$ cat config.mk
export PLATFORM = sky130hd
export DESIGN_NAME = upn_ctrl
export DESIGN_NICKNAME = d
export VERILOG_FILES = /design/src/hw/rtl/upn_pkg.sv /design/src/hw/rtl/upn_ctrl.sv
export SDC_FILE = /design/constraint.sdc
export NUM_CORES = 1
export LEC_CHECK = 0
export BUFFER_PORTS_ARGS = -buffer_cell sky130_fd_sc_hd__buf_2
export CORE_AREA = 2 2 39 41
export DETAILED_ROUTE_END_ITERATION = 6
export DIE_AREA = 0 0 41 43
export HOLD_SLACK_MARGIN = 0.06
export PLACE_DENSITY = 0.3
export SETUP_SLACK_MARGIN = 0.15
export SLEW_MARGIN = 10
export SYNTH_ARGS = -nofsm -noshare
export SYNTH_HDL_FRONTEND = slang
export SYNTH_SLANG_ARGS = --single-unit
$ cat constraint.sdc
create_clock -name clk_i -period 1.2 [get_ports clk_i]
set_clock_uncertainty 0.1 [all_clocks]
set_input_delay 0.24 -clock clk_i [delete_from_list [all_inputs] [get_ports clk_i]]
set_output_delay 0.24 -clock clk_i [all_outputs]
set_load 0.05 [all_outputs]
$ cat src/hw/rtl/upn_pkg.sv
// upn_pkg: shared constants, codes and control types of the uri path normalizer
// used by upn_ctrl, upn_dp and uri_path_normalizer; depends on nothing else

package upn_pkg;

  // storage sizes
  localparam int PATH_BYTES   = 1024;
  localparam int MAX_SEGMENTS = 64;

  // derived widths
  localparam int PATH_AW = $clog2(PATH_BYTES);
  localparam int POS_W   = $clog2(PATH_BYTES + 1);
  localparam int SEG_AW  = $clog2(MAX_SEGMENTS);

  // fixed field widths of the stream words
  localparam int BYTE_W   = 8;
  localparam int IDX_W    = 10;
  localparam int LEN_W    = 11;
  localparam int IN_DW    = 24;
  localparam int OUT_DW   = 24;
  localparam int IDX_LSB  = BYTE_W;
  localparam int LEN_LSB  = BYTE_W;
  localparam int OVF_BIT  = LEN_LSB + LEN_W;
  localparam int BAD_BIT  = OVF_BIT + 1;

  // characters
  localparam logic [7:0] CH_PCT   = 8'h25;
  localparam logic [7:0] CH_SLASH = 8'h2F;
  localparam logic [7:0] CH_DOT   = 8'h2E;
  localparam logic [7:0] CH_DIG0  = 8'd48;
  localparam logic [7:0] CH_DIG9  = 8'd57;
  localparam logic [7:0] CH_UA    = 8'h41;
  localparam logic [7:0] CH_UF    = 8'h46;
  localparam logic [7:0] CH_LA    = 8'h61;
  localparam logic [7:0] CH_LF    = 8'h66;
  localparam logic [7:0] HEX_UOFS = 8'd55;
  localparam logic [7:0] HEX_LOFS = 8'd87;

  // segment classes
  localparam logic [1:0] CLS_EMPTY  = 2'd0;
  localparam logic [1:0] CLS_DOT    = 2'd1;
  localparam logic [1:0] CLS_DOTDOT = 2'd2;
  localparam logic [1:0] CLS_OTHER  = 2'd3;

  // escape phases
  localparam logic [1:0] ESC_IDLE = 2'd0;
  localparam logic [1:0] ESC_HIGH = 2'd1;
  localparam logic [1:0] ESC_LOW  = 2'd2;

  // commands from the sequencer
  typedef struct packed {
    logic accept;
    logic raw_step;
    logic finish;
    logic load_out;
  } cmd_t;

  // status back to the sequencer
  typedef struct packed {
    logic fin;
    logic out_free;
    logic ovf;
    logic uri_done;
  } status_t;

endpackage

$ cat src/hw/rtl/upn_ctrl.sv
// upn_ctrl: sequencer of the uri path normalizer
// uses upn_pkg for command and status types; drives the input ready

module upn_ctrl (
  input  logic            clk_i,
  input  logic            rst_ni,
  input  logic            s_valid_i,
  input  logic            s_mode_i,
  output logic            s_ready_o,
  input  upn_pkg::status_t status_i,
  output upn_pkg::cmd_t    cmd_o
);

  localparam logic [1:0] ST_IDLE   = 2'd0;
  localparam logic [1:0] ST_STEP   = 2'd1;
  localparam logic [1:0] ST_FIN    = 2'd2;
  localparam logic [1:0] ST_RESULT = 2'd3;

  logic [1:0] state_q, state_d;

  // next state and commands
  always_comb begin
    state_d   = state_q;
    cmd_o     = '0;
    s_ready_o = 1'b0;
    case (state_q)
      ST_IDLE: begin
        s_ready_o    = 1'b1;
        cmd_o.accept = s_valid_i;
        if (s_valid_i) begin
          state_d = s_mode_i ? ST_RESULT : ST_STEP;
        end
      end
      ST_STEP: begin
        cmd_o.raw_step = 1'b1;
        state_d        = status_i.fin ? ST_FIN : ST_IDLE;
      end
      ST_FIN: begin
        cmd_o.finish = 1'b1;
        state_d      = ST_RESULT;
      end
      ST_RESULT: begin
        if (status_i.out_free) begin
          cmd_o.load_out = 1'b1;
          state_d        = ST_IDLE;
        end
      end
      default: begin
        state_d = ST_IDLE;
      end
    endcase
  end

  // state register
  always_ff @(posedge clk_i or negedge rst_ni) begin
    if (!rst_ni) begin
      state_q <= ST_IDLE;
    end else begin
      state_q <= state_d;
    end
  end

endmodule

==> results.txt <==
status: complete, but fails checks
failing checks: setup timing
Worst Max-Slew Pin Slew: 0.162 ns
total CTS buffers: 3
Die X: 41 um
startpoint types: flip-flop
Reg clk slew, reported paths: 0.03 ns
clk_lat worst skew: 0.22 ns
drt pass-1 iters: 1
Synth Cell Area: 118 sq um
P&R area growth vs syn: 176%
internal power: 0.576 mW
gr ovfl total: 0
worst setup margin: -0.216 ns
max reg flops: 2
largest net degree at the start of global routing: 7
Chip Height: 43 um
Hold WS: 0.195 ns
Final setup viols: 5
Final Critical Period: 1.42 ns
RSZ-0062 raised after global routing: yes
power share of the combinational group: 69.6%
clk sinks: 2
ANT nets after route: 0
Max H-tree Level: 1
routed wire length: 425 um
diode count: 0
routed vias: 166
switching power: 0.489 mW
leakage: 0.153 nW
core area: 1380 sq um
storage element area: 52.6 sq um
Yosys warning total: 0
share of cells above drive strength 1: 84.4%
I/O pin cnt: 13
switching share of power: 45.9%
vias per inst: 3.46
filler cell count: 151
antenna violations before repair: 0
most frequent cells in the layout: buf_2, buf_4, clkbuf_4, buf_8
number of synthesized register bits: 2
DP HPWL: 283 um
Biggest register: state_q
Layout Nets: 42
port bufs: 10
biggest regs: state_q: 2 flops
Max IR drop VDD: 0.962 mV
relative slew slack: 89.2%
Pwr Density: 3290 nW/um^2
Final Hold Fails: 0
CP Class: reg -> out
initial core utilization: 8.50%
clock share of power: 13.9%
CTS tree: built
total die area: 1760 sq um
number of global-route vias before repair: 174
sequential fraction of the synthesis area: 42.6%
Post-Syn Area per Cell: 9.05 sq um
post-synthesis cell type count: 11
Max Clock Freq: 0.706 GHz
FP Rows: 14
multi-input logic area: 82.6 sq um
worst-case clock buffer depth: 2
RePlAce Congestion: 0.666
critical path peak fanout: 5
max cap viols: 0
Mapped Nets: 21
CP Capture Type: output port
worst hold path class: in -> reg
Core Util, Final: 23.4%
Root Buffer: clkbuf_4
first-pass GRT wire length: 703 um
Total Routing Usage GR: 6.62%
Cells after Synth: 13
DRT iter0 DRCs: 0
fin crit share: 118%
sequential cell fraction of total power: 16.5%
Worst EP required: 0.86 ns
DRC: 0
post-DR wirelength/cell: 8.85 um
arrival time worst endpoint: 1.08 ns
count of pins over their slew limit: 0
==> per-stage QoR <==
| stage | instances | setup WS, ns | total power [mW] | area (sq um) | setup TNS [ns] |
|---|---|---|---|---|---|
| floorplan | 13 | -0.176 | 0.572 | 139 | -0.176 |
| global placement | 40 | -0.0746 | 0.674 | 216 | -0.187 |
| detailed placement | 40 | -0.0841 | 0.680 | 216 | -0.209 |
| CTS | 47 | -0.219 | 1.05 | 317 | -1.02 |
| global route | 48 | -0.261 | 1.14 | 324 | -1.22 |
| finish | 48 | -0.216 | 1.06 | 324 | -0.977 |
==> Yosys cell counts, drive strengths merged <==
master	number	area, sq um
a22o	1	8.76
and2b	1	8.76
and2	1	6.26
nand2	1	3.75
dfrtp	2	50.1
nand3b	1	7.51
a21oi	2	13.8
nor2	2	7.51
and3	1	7.51
inv	1	3.75
==> power by group through the flow <==
stage               Combinational (mW)  Clock (mW)  Sequential [mW]
floorplan                        0.396           0            0.175
global placement                 0.487           0            0.187
detailed placement               0.487           0            0.192
CTS                              0.710       0.159            0.185
global route                     0.782       0.169            0.187
finish                           0.741       0.148            0.175
==> critical path, stage by stage (launching register included) <==
cell	delay [ns]
dfrtp_2	0.44
buf_4	0.16
nor2_4	0.10
buf_6	0.16
==> what timing repair did <==
| action | in CTS | in global routing |
|---|---|---|
| pin swaps | 1 | 2 |
| hold buffers | 1 | 0 |
| setup buffers | 3 | 1 |
| resized for setup | 14 | 0 |
| endpoints found under the setup margin | 6 | 7 |
| endpoints found under the hold margin | 2 | 0 |
==> routing by layer <==
layer,vias to the layer above,track usage [%],share of wire (%)
met5,-,0,0
met4,0,8.00,0
met3,0,2.09,14
met2,10,8.13,46
met1,71,7.69,39
li1,85,-,-
==> final cells by class <==
| cell class | instances | share of cell area (%) |
|---|---|---|
| timing repair buffer | 16 | 43.2 |
| sequential | 2 | 16.2 |
| multi-input combinational | 10 | 25.5 |
| tap | 16 | 6.18 |
| inverter | 1 | 1.93 |
| clock buffer | 3 | 6.95 |
==> worst paths after layout <==
check	slack, ns	from	depth (start not counted)	to
min in group asynchronous	0.23	rst_ni	2	state_q[0]
max	-0.22	state_q[1]	3	cmd_o[2]
min	0.19	s_mode_i	3	state_q[1]
min reg2reg	0.55	state_q[1]	2	state_q[1]
max reg2reg	0.15	state_q[0]	3	state_q[1]
max in group asynchronous	0.66	rst_ni	2	state_q[1]
==> cells by family after synthesis <==
group,after synthesis,synth area share (%)
simple gates,7,35.1
flops,2,42.6
compound gates,3,19.1
buf+inv,1,3.19
Note: power is estimated with default switching activity, not from simulation.
